`src/rtl/core/cobs_sd_pkg.sv`:
```
// Shared types, codes and helpers for the COBS stream decoder.
// No dependencies.
package cobs_sd_pkg;

    localparam int MAX_FRAME = 1024;

    localparam int CMD_W   = 2;
    localparam int BYTE_W  = 8;
    localparam int LEN_W   = 11;
    localparam int KIND_W  = 2;
    localparam int S_DATA_W = 8;
    localparam int M_DATA_W = 24;

    localparam logic [BYTE_W-1:0] CODE_FULL = 8'hFF;

    typedef enum logic [CMD_W-1:0] {
        CMD_BYTE   = 2'd0,
        CMD_END    = 2'd1,
        CMD_RESYNC = 2'd2,
        CMD_NONE   = 2'd3
    } cmd_t;

    typedef enum logic [KIND_W-1:0] {
        KIND_DATA  = 2'd0,
        KIND_DONE  = 2'd1,
        KIND_ABORT = 2'd2
    } kind_t;

    typedef enum logic [1:0] {
        MODE_IDLE   = 2'd0,
        MODE_PACKET = 2'd1,
        MODE_RESYNC = 2'd2
    } mode_t;

    typedef struct packed {
        mode_t             mode;
        logic [BYTE_W-1:0] block_code;
        logic [BYTE_W-1:0] bytes_left;
        logic [LEN_W-1:0]  frame_count;
    } dec_state_t;

    typedef struct packed {
        logic              valid;
        kind_t             kind;
        logic [BYTE_W-1:0] out_byte;
        logic [LEN_W-1:0]  frame_length;
    } dec_result_t;

    // Limit in force: the smaller of the register and MAX_FRAME.
    function automatic logic [LEN_W-1:0] frame_limit(input logic [LEN_W-1:0] max_len);
        logic [LEN_W-1:0] lim;
        lim = max_len;
        if (32'(max_len) > MAX_FRAME) begin
            lim = LEN_W'(MAX_FRAME);
        end
        return lim;
    endfunction

endpackage

```
`src/rtl/core/cobs_sd_step.sv`:
```
// Next-state and result logic for one decoder transfer.
// Depends on cobs_sd_pkg.
module cobs_sd_step
    import cobs_sd_pkg::*;
(
    input  dec_state_t        state_cur,
    input  cmd_t              cmd,
    input  logic [BYTE_W-1:0] data_byte,
    input  logic [LEN_W-1:0]  limit,
    output dec_state_t        state_next,
    output dec_result_t       result
);

    logic at_limit;

    assign at_limit = (state_cur.frame_count >= limit);

    always_comb begin
        state_next = state_cur;
        result     = '{valid: 1'b0, kind: KIND_DATA, out_byte: '0, frame_length: '0};

        unique case (cmd)
            CMD_BYTE: begin
                unique case (state_cur.mode)
                    MODE_RESYNC: begin
                        if (data_byte == '0) begin
                            state_next.mode        = MODE_IDLE;
                            state_next.frame_count = '0;
                        end
                    end
                    MODE_PACKET: begin
                        if (data_byte == '0) begin
                            state_next.mode = MODE_IDLE;
                            result.valid    = 1'b1;
                            if (state_cur.bytes_left == '0) begin
                                result.kind         = KIND_DONE;
                                result.frame_length = state_cur.frame_count;
                            end else begin
                                result.kind            = KIND_ABORT;
                                state_next.frame_count = '0;
                            end
                        end else if (state_cur.bytes_left != '0) begin
                            result.valid = 1'b1;
                            if (at_limit) begin
                                result.kind            = KIND_ABORT;
                                state_next.mode        = MODE_RESYNC;
                                state_next.frame_count = '0;
                            end else begin
                                result.kind            = KIND_DATA;
                                result.out_byte        = data_byte;
                                state_next.frame_count = state_cur.frame_count + 1'b1;
                                state_next.bytes_left  = state_cur.bytes_left - 1'b1;
                            end
                        end else if (state_cur.block_code != CODE_FULL && at_limit) begin
                            result.valid           = 1'b1;
                            result.kind            = KIND_ABORT;
                            state_next.mode        = MODE_RESYNC;
                            state_next.frame_count = '0;
                        end else begin
                            // new code byte; implied zero unless previous block was full
                            if (state_cur.block_code != CODE_FULL) begin
                                result.valid           = 1'b1;
                                result.kind            = KIND_DATA;
                                state_next.frame_count = state_cur.frame_count + 1'b1;
                            end
                            state_next.block_code = data_byte;
                            state_next.bytes_left = data_byte - 1'b1;
                        end
                    end
                    default: begin
                        state_next.mode = MODE_IDLE;
                        if (data_byte != '0) begin
                            state_next.block_code  = data_byte;
                            state_next.bytes_left  = data_byte - 1'b1;
                            state_next.mode        = MODE_PACKET;
                            state_next.frame_count = '0;
                        end
                    end
                endcase
            end
            CMD_END: begin
                if (state_cur.mode == MODE_PACKET && state_cur.bytes_left == '0) begin
                    state_next.mode     = MODE_IDLE;
                    result.valid        = 1'b1;
                    result.kind         = KIND_DONE;
                    result.frame_length = state_cur.frame_count;
                end
            end
            CMD_RESYNC: begin
                state_next.mode        = MODE_RESYNC;
                state_next.block_code  = '0;
                state_next.bytes_left  = '0;
                state_next.frame_count = '0;
                if (state_cur.mode == MODE_PACKET) begin
                    result.valid = 1'b1;
                    result.kind  = KIND_ABORT;
                end
            end
            default: begin
            end
        endcase
    end

endmodule

```
`src/rtl/core/cobs_sd_oreg.sv`:
```
// Output register of the decoder: holds one result until the master side takes it.
// Depends on cobs_sd_pkg.
module cobs_sd_oreg
    import cobs_sd_pkg::*;
(
    input  logic                  aclk,
    input  logic                  aresetn,
    input  logic                  push,
    input  dec_result_t           result,
    output logic                  free,
    output logic                  m_tvalid,
    input  logic                  m_tready,
    output logic [M_DATA_W-1:0]   m_tdata,
    output logic [KIND_W-1:0]     m_tuser
);

    logic              valid_reg;
    kind_t             kind_reg;
    logic [BYTE_W-1:0] byte_reg;
    logic [LEN_W-1:0]  len_reg;

    assign free = !valid_reg || m_tready;

    always_ff @(posedge aclk) begin
        if (!aresetn) begin
            valid_reg <= 1'b0;
        end else if (free) begin
            valid_reg <= push;
        end
        if (free && push) begin
            kind_reg <= result.kind;
            byte_reg <= result.out_byte;
            len_reg  <= result.frame_length;
        end
    end

    assign m_tvalid = valid_reg;
    assign m_tuser  = kind_reg;
    assign m_tdata  = {(M_DATA_W - BYTE_W - LEN_W)'(0), len_reg, byte_reg};

endmodule

```
`src/rtl/core/cobs_stream_decoder.sv`:
```
// Top level of the COBS stream decoder: input register, decode step, output register.
// Depends on cobs_sd_pkg, cobs_sd_step and cobs_sd_oreg.
//
// Slave side: one transfer per encoded byte; s_tuser carries the command
// (byte, end of input, force resync), s_tdata the byte. Master side: at most
// one transfer per input transfer; m_tuser is the kind (data byte, frame
// complete, frame aborted), m_tdata the decoded byte and frame length.
// An abort tells the consumer to drop the bytes of the open frame.
// cfg_wr_en/cfg_wr_data write the maximum frame length; write it only while
// the decoder is idle.
// Path: an input transfer is registered in the input register, and its
// result in the output register, which drives m_tvalid. Throughput: one transfer
// per cycle while the master side keeps up; the decode step is combinational
// logic on the registered item.
// Reset: decoder idle, limit 1024, both registers empty.
// Stall: when m_tready is low the output register holds its result; one more
// item is still taken into the input register, and s_tready drops only when
// that item has a result that cannot move.
module cobs_stream_decoder
    import cobs_sd_pkg::*;
(
    input  logic                aclk,
    input  logic                aresetn,
    input  logic                s_tvalid,
    output logic                s_tready,
    input  logic [S_DATA_W-1:0] s_tdata,   // [7:0] data_byte
    input  logic [CMD_W-1:0]    s_tuser,   // [1:0] command
    output logic                m_tvalid,
    input  logic                m_tready,
    output logic [M_DATA_W-1:0] m_tdata,   // [7:0] out_byte, [18:8] frame_length, zero pad
    output logic [KIND_W-1:0]   m_tuser,   // [1:0] kind
    input  logic                cfg_wr_en,
    input  logic [LEN_W-1:0]    cfg_wr_data
);

    logic              in_valid_reg;
    cmd_t              in_cmd_reg;
    logic [BYTE_W-1:0] in_byte_reg;
    logic [LEN_W-1:0]  max_len_reg;
    dec_state_t        state_reg;
    dec_state_t        state_next;
    dec_result_t       result;
    logic              out_free;
    logic              fire;

    assign fire     = in_valid_reg && (!result.valid || out_free);
    assign s_tready = !in_valid_reg || fire;

    always_ff @(posedge aclk) begin
        if (!aresetn) begin
            in_valid_reg <= 1'b0;
            max_len_reg  <= LEN_W'(1024);
            state_reg    <= '{mode: MODE_IDLE, block_code: '0, bytes_left: '0,
                              frame_count: '0};
        end else begin
            if (s_tready) begin
                in_valid_reg <= s_tvalid;
            end
            if (cfg_wr_en) begin
                max_len_reg <= cfg_wr_data;
            end
            if (fire) begin
                state_reg <= state_next;
            end
        end
        if (s_tready && s_tvalid) begin
            in_cmd_reg  <= cmd_t'(s_tuser);
            in_byte_reg <= s_tdata;
        end
    end

    cobs_sd_step u_step (
        .state_cur  (state_reg),
        .cmd        (in_cmd_reg),
        .data_byte  (in_byte_reg),
        .limit      (frame_limit(max_len_reg)),
        .state_next (state_next),
        .result     (result)
    );

    cobs_sd_oreg u_oreg (
        .aclk     (aclk),
        .aresetn  (aresetn),
        .push     (fire && result.valid),
        .result   (result),
        .free     (out_free),
        .m_tvalid (m_tvalid),
        .m_tready (m_tready),
        .m_tdata  (m_tdata),
        .m_tuser  (m_tuser)
    );

endmodule

```
`config.mk`:
```
export PLATFORM = sky130hd
export DESIGN_NAME = cobs_stream_decoder
export DESIGN_NICKNAME = d
export VERILOG_FILES = /design/src/rtl/core/cobs_sd_pkg.sv /design/src/rtl/core/cobs_sd_step.sv /design/src/rtl/core/cobs_sd_oreg.sv /design/src/rtl/core/cobs_stream_decoder.sv
export SDC_FILE = /design/constraint.sdc
export NUM_CORES = 1
export LEC_CHECK = 0
export ABC_AREA = 1
export BUFFER_PORTS_ARGS = -buffer_cell sky130_fd_sc_hd__buf_2
export CAP_MARGIN = 20
export CELL_PAD_IN_SITES_DETAIL_PLACEMENT = 1
export CELL_PAD_IN_SITES_GLOBAL_PLACEMENT = 1
export CORE_ASPECT_RATIO = 0.75
export CORE_MARGIN = 2
export CORE_UTILIZATION = 39
export CTS_CLUSTER_SIZE = 8
export DETAILED_ROUTE_END_ITERATION = 16
export MAX_ROUTING_LAYER = met4
export PLACE_DENSITY = 0.75
export REMOVE_ABC_BUFFERS = 1
export SYNTH_ARGS = -nofsm -noshare
export SYNTH_HDL_FRONTEND = slang
export SYNTH_SLANG_ARGS = --single-unit
```
`constraint.sdc`:
```
create_clock -name aclk -period 2.3 [get_ports aclk]
set_input_delay 0.23 -clock aclk [delete_from_list [all_inputs] [get_ports aclk]]
set_output_delay 0.23 -clock aclk [all_outputs]
set_load 0.01 [all_outputs]
```
==> run_summary.xml, run 1 <==
<?xml version="1.0" encoding="UTF-8"?>
<metrics>
  <group name="outcome">
    <metric name="outcome" unit="">finished, violations left</metric>
    <metric name="failed_checks" unit="">negative setup slack</metric>
  </group>
  <group name="setup_path">
    <metric name="timing.reg2reg.worst_path_depth" unit="">19</metric>
    <metric name="worstReg2RegStart" unit="">max_len_reg[2]</metric>
    <metric name="timing.rr.end" unit="">state_reg[26]</metric>
    <metric name="critical_path.endpoint_type" unit="">flip-flop</metric>
    <metric name="crit_path_max_fanout" unit="">4</metric>
    <metric name="kind_of_start_point_of_the_critical_path" unit="">flip-flop</metric>
    <metric name="timing_worst_setup_path_type" unit="">reg -&gt; reg</metric>
    <metric name="critical_path_arrival" unit="ns">3.16</metric>
    <metric name="endpoint_required_time_on_the_critical_path" unit="ns">2.58</metric>
    <metric name="reg_to_reg_setup_timing_slack" unit="ns">-0.58</metric>
  </group>
  <group name="clock_network">
    <metric name="clkSlewWorstSetupHoldPaths" unit="ns">0.06</metric>
    <metric name="root_buffer_cell" unit="">clkbuf_16</metric>
    <metric name="max-clock-path-buffers" unit="">2</metric>
    <metric name="tritoncts.num_buffers" unit="">9</metric>
    <metric name="deepest_level_of_the_cts_h_tree" unit="">3</metric>
    <metric name="tritoncts" unit="">done</metric>
    <metric name="clock-sinks" unit="">73</metric>
    <metric name="post_cts_hold_buffer_count" unit="">0</metric>
    <metric name="clock_network_latency_to_the_later_pin_of_the_worst_skew_pair" unit="ns">0.35</metric>
  </group>
  <group name="finish">
    <metric name="layout.filler_cells" unit="">1354</metric>
    <metric name="fraction_of_layout_instances_using_a_drive_strength_above_1" unit="%">34.4</metric>
    <metric name="area_growth" unit="%">36.1</metric>
    <metric name="final_core_utilization" unit="%">54.3</metric>
    <metric name="layout.cell_area.non_filler" unit="um2">5890</metric>
    <metric name="largest_register_ffs" unit="">29</metric>
    <metric name="design.final.nets" unit="">728</metric>
    <metric name="final-instance-count-excl-fill" unit="">827</metric>
    <metric name="antenna-diode-count" unit="">0</metric>
  </group>
  <group name="logic_synthesis">
    <metric name="postSynthCellCount" unit="">576</metric>
    <metric name="synthArstFlopShare" unit="%">0</metric>
    <metric name="synth_most_common_cell" unit="">nand2_1</metric>
    <metric name="synth_top_cells_by_area" unit="">edfxtp_1 (21%), dfxtp_1 (19%), nand2_1 (10%)</metric>
    <metric name="yosysWarnings" unit="">0</metric>
    <metric name="synth.avg_cell_area" unit="um2">7.52</metric>
    <metric name="synth_seq_area_share" unit="%">40.9</metric>
    <metric name="yosys.cell_types.count" unit="">40</metric>
    <metric name="synth-edff-count" unit="">31</metric>
    <metric name="synth.largest_area_cell" unit="">edfxtp_1</metric>
    <metric name="synth.top_cell.area_share" unit="%">21.5</metric>
    <metric name="post_synth_design_cell_area" unit="um2">4330</metric>
    <metric name="netlist_top_cells_count" unit="">nand2_1 (115), nor2_1 (105), inv_1 (61)</metric>
    <metric name="synth_ff_type" unit="">dfxtp_1</metric>
    <metric name="synth.ff_latch_count" unit="">73</metric>
  </group>
  <group name="timing">
    <metric name="timing.final.ws_setup" unit="ns">-0.580</metric>
    <metric name="report.final.slew_viol_count" unit="">0</metric>
    <metric name="slew_headroom" unit="%">62.6</metric>
    <metric name="grt_setup_unrepaired" unit="">yes</metric>
    <metric name="tightestPinTransition" unit="ns">0.560</metric>
    <metric name="final_min_period_over_clock_period" unit="%">125</metric>
    <metric name="period_needed" unit="ns">2.88</metric>
    <metric name="clock_skew" unit="ns">0.00709</metric>
    <metric name="fmax" unit="MHz">347</metric>
    <metric name="setup_viol" unit="">38</metric>
    <metric name="timing.setup.tns" unit="ns">-17.42</metric>
    <metric name="hold_viol_final" unit="">0</metric>
  </group>
  <group name="placed_design">
    <metric name="hpwlAfterDp" unit="mm">9.64</metric>
    <metric name="placed_cells" unit="">795</metric>
    <metric name="place.gp.congestion" unit="">0.932</metric>
    <metric name="detailed_place.area" unit="um2">5010</metric>
    <metric name="placement.io_buffers" unit="">48</metric>
  </group>
  <group name="min_path">
    <metric name="hold_critical_path_endpoint" unit="">in_byte_reg[3]</metric>
    <metric name="worst_hold_path_type" unit="">in -&gt; reg</metric>
    <metric name="holdPathStages" unit="">1</metric>
    <metric name="startpoint_of_the_lowest_slack_hold_path" unit="">s_tdata[3]</metric>
  </group>
  <group name="floorplanning">
    <metric name="core_area" unit="um2">10900</metric>
    <metric name="die_width" unit="um">126</metric>
    <metric name="rows" unit="">33</metric>
    <metric name="die-height" unit="um">95.3</metric>
    <metric name="die_area" unit="um2">12000</metric>
    <metric name="num_io_pins" unit="">54</metric>
    <metric name="initial_utilization" unit="%">39.9</metric>
  </group>
  <group name="pwr">
    <metric name="p_leak" unit="nW">2.55</metric>
    <metric name="cellPowerDensity" unit="nW/um2">663</metric>
    <metric name="vdd_drop_max" unit="mV">0.369</metric>
    <metric name="fin_total_pwr" unit="mW">3.91</metric>
  </group>
  <group name="global_routing">
    <metric name="maximum_number_of_pins_on_one_net_before_global_route_repair" unit="">23</metric>
    <metric name="grt_antenna_before_repair" unit="">0</metric>
    <metric name="grt_pass1_vias" unit="">4464</metric>
    <metric name="gr-total-overflow" unit="">0</metric>
    <metric name="wire_length_of_the_first_global_routing_pass" unit="mm">22.7</metric>
    <metric name="global_route_usage_sum" unit="%">25.0</metric>
  </group>
  <group name="detailed_routing">
    <metric name="final_antenna_net_count" unit="">0</metric>
    <metric name="routed_wire_length_per_instance" unit="um">17.5</metric>
    <metric name="via_per_inst" unit="">5.14</metric>
    <metric name="detail_route.first_pass.iterations" unit="">4</metric>
    <metric name="via_count_of_the_routed_design" unit="">4253</metric>
    <metric name="drc_errors" unit="">0</metric>
    <metric name="total_length_of_routed_wires" unit="mm">14.5</metric>
    <metric name="drt_first_iter_violations" unit="">205</metric>
  </group>
  <group name="job">
    <metric name="cap_viol_max_count" unit="">0</metric>
  </group>
</metrics>
[worst max path at each step]
stage	end	slack [ns]	start	cells past startpoint
6_report	state_reg[26]	-0.58	max_len_reg[2]	19
2_1_floorplan	state_reg[11]	-0.51	max_len_reg[2]	17
3_5_place_dp	state_reg[12]	-0.63	max_len_reg[2]	18
3_3_place_gp	state_reg[15]	-0.51	max_len_reg[2]	18
4_1_cts	state_reg[26]	-0.40	max_len_reg[5]	19
5_1_grt	state_reg[24]	-0.78	max_len_reg[2]	19
[power breakdown]
group	total [mW]	internal [mW]	switching [mW]
logic	0.902	0.365	0.537
registers	1.48	1.41	0.0640
clock network	1.53	0.935	0.591
[metal layers]
| layer | routed length, um | global-route usage [%] |
|---|---|---|
| met1 | 6800 | 32.1 |
| met4 | 261 | 8.24 |
| met5 | 0 | - |
| met2 | 6850 | 40.4 |
| met3 | 596 | 4.66 |
[final cells by class]
cell class	instances	area (um2)	share of cell area (%)
Sequential cell	73	1770	30.1
Timing Repair inverter	1	3.75	0.0637
Multi-Input combinational cell	417	2600	44.2
Inverter	70	265	4.50
Clock buffer	12	268	4.54
Tap cell	140	175	2.97
Clock inverter	4	47.5	0.807
Timing Repair Buffer	110	757	12.8
[metrics by stage]
stage / hold WS [ns] / setup slack [ns]
CTS: 0.0515 / -0.401
global placement: 0.408 / -0.512
global route: 0.0493 / -0.776
finish: 0.0577 / -0.580
floorplan: 0.329 / -0.513
detailed placement: 0.409 / -0.632
[timing repair]
| action | 4_1_cts | 5_1_grt |
|---|---|---|
| pin swaps | 22 | 13 |
| resized for setup | 50 | 54 |
| gates cloned | 2 | 0 |
| buffers inserted | 6 | 9 |
| setup endpoints to repair | 39 | 70 |
[logic make-up after synthesis]
logic type	share of synthesized area [%]
other	0.0866
AOI/OAI and AO/OA	10.1
adders and majority gates	5.78
buffers and inverters	9.25
and+or+nand+nor	32.4
DFF	40.9
xor gates and xnor gates	1.42
[worst max-delay path, cell delays in order, from the launching register on]
cell      delay (ns)
dfxtp_2         0.33
nor4_2          0.26
nor3b_2         0.25
a21oi_2         0.13
buf_4           0.15
nor2_1          0.15
ha_1            0.27
nand2_1         0.09
nor2_2          0.05
nand3_2         0.08
nand2_2         0.08
nor2_4          0.13
nand2_2         0.07
buf_6           0.13
nand2_4         0.08
o21ai_4         0.09
buf_6           0.16
o21bai_1        0.12
nand2_1         0.07
nor2_1          0.13
[placed cells by master, fill, tap and decap left out, types with 6 or more instances in the layout]
cell type and instances:
nand2_1 94, edfxtp_1 31, xor2_1 7, inv_2 14
nand2_2 22, ha_1 6, o21ai_1 8, o21ai_0 25
nor2_1 93, a21oi_2 6, dfxtp_1 40, inv_1 56
nor3_1 25, nand2_4 9, nand3_1 16, clkbuf_16 10
nor2_2 12, a21oi_1 22, buf_4 54, nor2_4 11
ha_4 12, buf_2 48
No activity file was read; power rests on OpenSTA's default activity.
==> run 2, diff against run 1 <==
ABC_AREA = not set   (was 1)
CORE_UTILIZATION = 40   (was 39)
PLACE_DENSITY = 0.74   (was 0.75)
==> run 2 against run 1 <==
Against the previous run: the flow still finishes with violations (negative setup slack); final area up 5.7%; first-iteration DRC count up 81%; worst setup slack better by 0.29 ns.
==> run_summary.xml, run 2 <==
<?xml version="1.0" encoding="UTF-8"?>
<metrics>
  <group name="outcome">
    <metric name="outcome" unit="">finished, violations left</metric>
    <metric name="failed_checks" unit="">negative setup slack</metric>
  </group>
  <group name="pwr">
    <metric name="net_switching_power_of_the_design" unit="mW">1.03</metric>
    <metric name="proportion_of_power_drawn_by_combinational_gates" unit="%">18.6</metric>
    <metric name="vdd_drop_max" unit="mV">0.409</metric>
    <metric name="fin_total_pwr" unit="mW">3.55</metric>
    <metric name="power.internal" unit="mW">2.53</metric>
    <metric name="sw_frac_of_total" unit="%">28.9</metric>
    <metric name="sequentialPowerShare" unit="%">40.3</metric>
    <metric name="clock_power_share" unit="%">41.1</metric>
    <metric name="cellPowerDensity" unit="nW/um2">571</metric>
    <metric name="p_leak" unit="nW">2.55</metric>
  </group>
  <group name="clock_network">
    <metric name="deepest_level_of_the_cts_h_tree" unit="">3</metric>
    <metric name="tritoncts.num_buffers" unit="">9</metric>
    <metric name="clock-sinks" unit="">73</metric>
    <metric name="tritoncts" unit="">done</metric>
    <metric name="clock_network_latency_to_the_later_pin_of_the_worst_skew_pair" unit="ns">0.35</metric>
    <metric name="root_buffer_cell" unit="">clkbuf_16</metric>
    <metric name="clkSlewWorstSetupHoldPaths" unit="ns">0.06</metric>
    <metric name="max-clock-path-buffers" unit="">2</metric>
  </group>
  <group name="floorplanning">
    <metric name="die_width" unit="um">121</metric>
    <metric name="num_io_pins" unit="">54</metric>
    <metric name="die-height" unit="um">91.5</metric>
    <metric name="die_area" unit="um2">11000</metric>
    <metric name="core_area" unit="um2">9810</metric>
    <metric name="initial_utilization" unit="%">41.6</metric>
    <metric name="rows" unit="">31</metric>
  </group>
  <group name="finish">
    <metric name="final-instance-count-excl-fill" unit="">737</metric>
    <metric name="largest_register_ffs" unit="">29</metric>
    <metric name="area_growth" unit="%">52.4</metric>
    <metric name="design.final.nets" unit="">646</metric>
    <metric name="mostFrequentLayoutCell" unit="">buf_4</metric>
    <metric name="layout.cell_area.non_filler" unit="um2">6230</metric>
    <metric name="layout.filler_cells" unit="">1080</metric>
    <metric name="most-common-layout-cells" unit="">buf_4 (103), buf_2 (47), nand2_1 (46), dfxtp_1 (40), edfxtp_1 (31)</metric>
    <metric name="fraction_of_layout_instances_using_a_drive_strength_above_1" unit="%">45.1</metric>
    <metric name="antenna-diode-count" unit="">0</metric>
  </group>
  <group name="timing">
    <metric name="fmax" unit="MHz">386</metric>
    <metric name="timing.final.ws_setup" unit="ns">-0.293</metric>
    <metric name="worst_hold_slack" unit="ns">0.0629</metric>
    <metric name="setup_viol" unit="">78</metric>
    <metric name="hold_viol_final" unit="">0</metric>
    <metric name="final_min_period_over_clock_period" unit="%">113</metric>
    <metric name="report.final.slew_viol_count" unit="">0</metric>
    <metric name="period_needed" unit="ns">2.59</metric>
    <metric name="clock_skew" unit="ns">0.0150</metric>
    <metric name="tightestPinTransition" unit="ns">0.601</metric>
    <metric name="timing.setup.tns" unit="ns">-13.92</metric>
    <metric name="grt_setup_unrepaired" unit="">yes</metric>
    <metric name="slew_headroom" unit="%">59.8</metric>
  </group>
  <group name="logic_synthesis">
    <metric name="post_synth_design_cell_area" unit="um2">4090</metric>
    <metric name="synth_ff_type" unit="">dfxtp_1</metric>
    <metric name="yosys.cell_types.count" unit="">61</metric>
    <metric name="synth.avg_cell_area" unit="um2">9.37</metric>
    <metric name="synth.ff_latch_count" unit="">73</metric>
    <metric name="yosysWarnings" unit="">0</metric>
    <metric name="synth.top_cell.area_share" unit="%">22.8</metric>
    <metric name="synth_top_cells_by_area" unit="">edfxtp_1 (23%), dfxtp_1 (21%), ha_1 (6.1%)</metric>
    <metric name="synthArstFlopShare" unit="%">0</metric>
    <metric name="synth_most_common_cell" unit="">nand2_1</metric>
    <metric name="synth.largest_area_cell" unit="">edfxtp_1</metric>
    <metric name="synth_seq_area_share" unit="%">43.4</metric>
    <metric name="postSynthCellCount" unit="">436</metric>
    <metric name="netlist_top_cells_count" unit="">nand2_1 (49), dfxtp_1 (42), edfxtp_1 (31)</metric>
    <metric name="synth-edff-count" unit="">31</metric>
  </group>
  <group name="global_routing">
    <metric name="grt_antenna_before_repair" unit="">0</metric>
    <metric name="gr-total-overflow" unit="">0</metric>
    <metric name="maximum_number_of_pins_on_one_net_before_global_route_repair" unit="">24</metric>
    <metric name="grt_pass1_vias" unit="">4360</metric>
    <metric name="wire_length_of_the_first_global_routing_pass" unit="mm">24.6</metric>
    <metric name="global_route_usage_sum" unit="%">30.3</metric>
  </group>
  <group name="setup_path">
    <metric name="worst_path_largest_cell_delay" unit="ns">0.41</metric>
    <metric name="critical_path.cell_chain" unit="">inv_1 -&gt; ha_1 -&gt; or3b_4 -&gt; buf_4 -&gt; nor2_2 -&gt; nand2_2 -&gt; a2111oi_2 -&gt; buf_4 -&gt; o211a_4 -&gt; mux2i_2</metric>
    <metric name="timing_worst_setup_path_type" unit="">reg -&gt; reg</metric>
    <metric name="endpoint_required_time_on_the_critical_path" unit="ns">2.55</metric>
    <metric name="crit_path_max_fanout" unit="">2</metric>
    <metric name="worstReg2RegStart" unit="">state_reg[11]</metric>
    <metric name="critical_path.endpoint_type" unit="">flip-flop</metric>
    <metric name="critical-path-slowest-cell" unit="">or3b_4</metric>
    <metric name="kind_of_start_point_of_the_critical_path" unit="">flip-flop</metric>
    <metric name="critPathMostFrequentCell" unit="">buf_4</metric>
    <metric name="startpoint" unit="">state_reg[11]</metric>
    <metric name="critical_path_arrival" unit="ns">2.85</metric>
    <metric name="reg_to_reg_setup_timing_slack" unit="ns">-0.29</metric>
  </group>
  <group name="min_path">
    <metric name="startpoint_of_the_lowest_slack_hold_path" unit="">s_tdata[1]</metric>
    <metric name="worst_hold_path_type" unit="">in -&gt; reg</metric>
  </group>
  <group name="placed_design">
    <metric name="placement.io_buffers" unit="">48</metric>
    <metric name="placed_cells" unit="">689</metric>
    <metric name="hpwlAfterDp" unit="mm">10.7</metric>
    <metric name="place.gp.congestion" unit="">0.940</metric>
    <metric name="detailed_place.area" unit="um2">5120</metric>
  </group>
  <group name="detailed_routing">
    <metric name="routed_wire_length_per_instance" unit="um">25.8</metric>
    <metric name="final_antenna_net_count" unit="">0</metric>
    <metric name="via_count_of_the_routed_design" unit="">4530</metric>
    <metric name="total_length_of_routed_wires" unit="mm">19.0</metric>
    <metric name="detail_route.first_pass.iterations" unit="">5</metric>
    <metric name="drt_first_iter_violations" unit="">372</metric>
    <metric name="via_per_inst" unit="">6.15</metric>
    <metric name="drc_errors" unit="">0</metric>
  </group>
  <group name="job">
    <metric name="cap_viol_max_count" unit="">0</metric>
  </group>
</metrics>
[run 2: changes by cell type after synthesis, sizes merged, moves of 12 or more]
cell,before,now
nor2,116,30
nand2,125,49
inv,69,16
mux2i,0,23
and2,0,17
nand3,24,9
nor3,25,13
[run 2: critical path: cells and delay by family, from the launching register on]
family                   cells  cell delay (ns)
flip-flops                   1             0.33
AO/OA/AOI/OAI                2             0.59
buffers and inverters        3             0.44
multiplexers                 1             0.24
adder cells (fa/ha/maj)      1             0.19
AND/OR/NAND/NOR              3             0.70
[run 2: stage by stage]
| stage | util, % | setup slack [ns] |
|---|---|---|
| 3_5_place_dp | 52.2 | -0.480 |
| 5_1_grt | 63.5 | -0.385 |
| 3_3_place_gp | 52.2 | -0.337 |
| 6_report | 63.5 | -0.293 |
| 4_1_cts | 59.3 | -0.200 |
| 2_1_floorplan | - | -0.762 |
[run 2: kinds of logic (layout without fill, tap and decap cells)]
group / Yosys count / in the layout / synth area share (%)
multiplexers: 23 / 23 / 5.64
XOR/XNOR: 8 / 8 / 1.72
other: 1 / 5 / 0.0918
AO/OA/AOI/OAI: 96 / 96 / 16.3
buffers and inverters: 40 / 204 / 4.20
adder cells (fa/ha/maj): 20 / 20 / 6.13
flip-flops: 73 / 73 / 43.4
AND/OR/NAND/NOR: 175 / 176 / 22.6
[run 2: final cells by class]
cell class / count / area, um2 / share of cell area, %
Sequential cell: 73 / 1770 / 28.5
Clock buffer: 10 / 229 / 3.68
Inverter: 16 / 60.1 / 0.964
Tap cell: 132 / 165 / 2.65
Multi-Input combinational cell: 328 / 2640 / 42.4
Timing Repair Buffer: 172 / 1290 / 20.7
Clock inverter: 6 / 67.6 / 1.08
[run 2: metal layers]
metal	routed length [um]	GRT usage, %	part of all wire (%)	up-vias
met5	0	-	0	-
met4	873	7.85	4.6	0
met3	1630	4.59	8.6	99
met2	8790	49.2	46	319
met1	7740	39.6	41	2179
li1	-	-	-	1933
[run 2: timing repair]
item                       CTS  global route
buffers inserted            12            21
setup endpoints to repair   83            82
hold buffers                 0             0
cloned                       1             2
pin swaps                   24            30
resized for setup           73            57
[run 2: worst paths after layout]
| check | to | cells after the start |
|---|---|---|
| max | state_reg[27] | 10 |
| min | in_byte_reg[1] | 1 |
| max reg2reg | state_reg[27] | 10 |
| min reg2reg | state_reg[25] | 2 |
[run 2: power groups by stage]
stage | Combinational (mW) | Sequential, mW | Clock (mW)
2_1_floorplan | 0.220 | 1.45 | 0
3_3_place_gp | 0.455 | 1.44 | 0
3_5_place_dp | 0.472 | 1.45 | 0
4_1_cts | 0.546 | 1.42 | 1.44
5_1_grt | 0.686 | 1.43 | 1.52
6_report | 0.662 | 1.43 | 1.46
==> run 3, diff against run 2 <==
CORE_UTILIZATION = 48   (was 40)
PLACE_DENSITY = 0.83   (was 0.74)
clock period = 3 ns   (was 2.3 ns; I/O delays follow)
==> run 3 against run 2 <==
Against the previous run: the run now ends clean; via count is 19% lower; total power is 33% lower; non-clock buffer count is 105 lower; combinational power is 57% lower; worst setup slack better by 0.40 ns; register-to-register slack better by 0.40 ns; flip-flop and latch count stayed put; maximum frequency is 10% lower; first-iteration DRC count is 31% lower; critical path depth is 2 lower; sequential share of layout area is 8.5 points higher; largest power group is now registers.
==> run_summary.xml, run 3 (synthesis results as in run 2) <==
<?xml version="1.0" encoding="UTF-8"?>
<metrics>
  <group name="finish">
    <metric name="final-instance-count-excl-fill" unit="">607</metric>
    <metric name="antenna-diode-count" unit="">0</metric>
    <metric name="area_growth" unit="%">17.2</metric>
    <metric name="most-common-layout-cells" unit="">nand2_1 (49), buf_2 (48), dfxtp_1 (42), edfxtp_1 (31), nor2_1 (30)</metric>
    <metric name="layout.filler_cells" unit="">981</metric>
    <metric name="largest_register_ffs" unit="">29</metric>
    <metric name="register_area" unit="um2">1770</metric>
    <metric name="fraction_of_layout_instances_using_a_drive_strength_above_1" unit="%">20.2</metric>
    <metric name="design.final.nets" unit="">540</metric>
    <metric name="multi_input_comb_area" unit="um2">2170</metric>
    <metric name="mostFrequentLayoutCell" unit="">nand2_1</metric>
  </group>
  <group name="global_routing">
    <metric name="wire_length_of_the_first_global_routing_pass" unit="mm">19.7</metric>
    <metric name="grtUsageMet3" unit="%">7.04</metric>
    <metric name="met1_track_demand_over_resource" unit="%">37.8</metric>
    <metric name="global_route_usage_sum" unit="%">27.9</metric>
    <metric name="grt.busiest_layer" unit="">met2</metric>
    <metric name="maximum_number_of_pins_on_one_net_before_global_route_repair" unit="">24</metric>
    <metric name="grt_util_met2" unit="%">41.1</metric>
    <metric name="gr-total-overflow" unit="">0</metric>
    <metric name="grt_pass1_vias" unit="">3648</metric>
    <metric name="grt_antenna_before_repair" unit="">0</metric>
  </group>
  <group name="detailed_routing">
    <metric name="drt_first_iter_violations" unit="">258</metric>
    <metric name="via_per_inst" unit="">6.07</metric>
    <metric name="total_length_of_routed_wires" unit="mm">12.1</metric>
    <metric name="detail_route.first_pass.iterations" unit="">5</metric>
    <metric name="drc_errors" unit="">0</metric>
    <metric name="via_count_of_the_routed_design" unit="">3687</metric>
    <metric name="routed_wire_length_per_instance" unit="um">20.0</metric>
    <metric name="final_antenna_net_count" unit="">0</metric>
  </group>
  <group name="job">
    <metric name="cap_viol_max_count" unit="">0</metric>
  </group>
  <group name="clock_network">
    <metric name="tritoncts.num_buffers" unit="">9</metric>
    <metric name="clock-sinks" unit="">73</metric>
    <metric name="clkSlewWorstSetupHoldPaths" unit="ns">0.06</metric>
    <metric name="root_buffer_cell" unit="">clkbuf_16</metric>
    <metric name="clock_network_latency_to_the_later_pin_of_the_worst_skew_pair" unit="ns">0.35</metric>
    <metric name="deepest_level_of_the_cts_h_tree" unit="">3</metric>
    <metric name="tritoncts" unit="">done</metric>
    <metric name="max-clock-path-buffers" unit="">2</metric>
    <metric name="post_cts_hold_buffer_count" unit="">0</metric>
  </group>
  <group name="pwr">
    <metric name="sequentialPowerShare" unit="%">45.8</metric>
    <metric name="net_switching_power_of_the_design" unit="uW">660</metric>
    <metric name="clock_power_share" unit="%">42.3</metric>
    <metric name="proportion_of_power_drawn_by_combinational_gates" unit="%">12.0</metric>
    <metric name="cellPowerDensity" unit="nW/um2">500</metric>
    <metric name="sw_frac_of_total" unit="%">27.6</metric>
    <metric name="vdd_drop_max" unit="mV">0.331</metric>
    <metric name="fin_total_pwr" unit="mW">2.39</metric>
    <metric name="p_leak" unit="nW">1.89</metric>
    <metric name="power.internal" unit="mW">1.73</metric>
  </group>
  <group name="floorplanning">
    <metric name="num_io_pins" unit="">54</metric>
    <metric name="die_area" unit="um2">9270</metric>
    <metric name="core_area" unit="um2">8350</metric>
    <metric name="rows" unit="">29</metric>
    <metric name="initial_utilization" unit="%">49.0</metric>
    <metric name="die_width" unit="um">111</metric>
    <metric name="die-height" unit="um">83.9</metric>
  </group>
  <group name="setup_path">
    <metric name="timing_worst_setup_path_type" unit="">reg -&gt; reg</metric>
    <metric name="critical_path_arrival" unit="ns">3.17</metric>
    <metric name="critPathMostFrequentCell" unit="">a2111oi_2</metric>
    <metric name="endpoint_required_time_on_the_critical_path" unit="ns">3.29</metric>
    <metric name="kind_of_start_point_of_the_critical_path" unit="">flip-flop</metric>
    <metric name="critical_path.cell_chain" unit="">inv_1 -&gt; ha_1 -&gt; or3b_2 -&gt; nor4_4 -&gt; a2111oi_2 -&gt; or3_1 -&gt; a2111oi_2 -&gt; o221a_1</metric>
    <metric name="critical-path-slowest-cell" unit="">or3_1</metric>
    <metric name="critical_path.endpoint_type" unit="">flip-flop</metric>
    <metric name="reg_to_reg_setup_timing_slack" unit="ns">0.11</metric>
    <metric name="crit_path_max_fanout" unit="">9</metric>
    <metric name="worst_path_largest_cell_delay" unit="ns">0.54</metric>
  </group>
  <group name="timing">
    <metric name="period_needed" unit="ns">2.89</metric>
    <metric name="fmax" unit="MHz">346</metric>
    <metric name="worst_hold_slack" unit="ns">0.130</metric>
    <metric name="setup_viol" unit="">0</metric>
    <metric name="tightestPinTransition" unit="ns">0.757</metric>
    <metric name="timing.setup.tns" unit="ns">0</metric>
    <metric name="hold_viol_final" unit="">0</metric>
    <metric name="report.final.slew_viol_count" unit="">0</metric>
    <metric name="clock_skew" unit="ns">0.0110</metric>
    <metric name="final_min_period_over_clock_period" unit="%">96.3</metric>
    <metric name="slew_headroom" unit="%">49.5</metric>
    <metric name="grt_setup_unrepaired" unit="">no</metric>
  </group>
  <group name="placed_design">
    <metric name="place.gp.congestion" unit="">0.932</metric>
    <metric name="placed_cells" unit="">591</metric>
    <metric name="hpwlAfterDp" unit="mm">8.94</metric>
    <metric name="placement.io_buffers" unit="">48</metric>
  </group>
  <group name="min_path">
    <metric name="worst_hold_path_type" unit="">in -&gt; reg</metric>
  </group>
  <group name="outcome">
    <metric name="outcome" unit="">finished clean</metric>
  </group>
</metrics>
==> run 3: cell types whose count changed in the layout (fill, tap and decap cells not counted), sizes merged <==
cell,previous run,this run
and2,18,17
buf,171,67
bufinv,1,0
clkbuf,11,10
clkinv,2,3
==> run 3: power groups by stage <==
stage,Combinational (mW),Clock (mW),Sequential [mW]
2_1_floorplan,0.169,0,1.11
3_3_place_gp,0.265,0,1.11
3_5_place_dp,0.278,0,1.12
4_1_cts,0.282,1.02,1.10
5_1_grt,0.312,1.07,1.10
6_report,0.286,1.01,1.10
==> run 3: area by class of cell <==
class | count | share of cell area [%]
Multi-Input combinational cell | 327 | 45.2
Timing Repair Buffer | 67 | 8.00
Inverter | 16 | 1.25
Tap cell | 108 | 2.82
Sequential cell | 73 | 37.0
Clock buffer | 10 | 4.78
Clock inverter | 6 | 0.889
==> run 3: what timing repair did <==
| action | in CTS | in global routing |
|---|---|---|
| setup buffers | 0 | 0 |
| hold endpoints to repair | 0 | 0 |
| endpoints found under the setup margin | 0 | 9 |
| resized for setup | 0 | 3 |
==> run 3: path summary, 6_finish.rpt <==
| kind | startpoint | endpoint | depth (start not counted) |
|---|---|---|---|
| worst max-delay path | state_reg[11] | state_reg[17] | 8 |
| worst min-delay path | s_tdata[7] | in_byte_reg[7] | 1 |
| worst max register to register | state_reg[11] | state_reg[17] | 8 |
| worst min register to register | state_reg[22] | state_reg[22] | 2 |
==> run 3: critical path: cells and delay by family, from the launching register on <==
family          cells  cell delay [ns]
flops               1             0.35
fa+ha+maj           1             0.24
buf+inv             1             0.10
simple gates        3             1.44
compound gates      3             0.70
==> run 3: metal layers <==
metal	up-vias	part of all wire, %
met5	-	0
met4	0	1.9
met3	27	8.7
met2	171	44
met1	1777	46
li1	1712	-
==> run 3: stage by stage <==
| stage | cell area [um2] | utilization (%) | setup WS (ns) |
|---|---|---|---|
| 2_1_floorplan | 3990 | - | -0.0616 |
| 3_3_place_gp | 4510 | 54.0 | 0.239 |
| 3_5_place_dp | 4510 | 54.0 | 0.144 |
| 4_1_cts | 4780 | 57.3 | 0.108 |
| 5_1_grt | 4790 | 57.4 | 0.00216 |
| 6_report | 4790 | 57.4 | 0.111 |
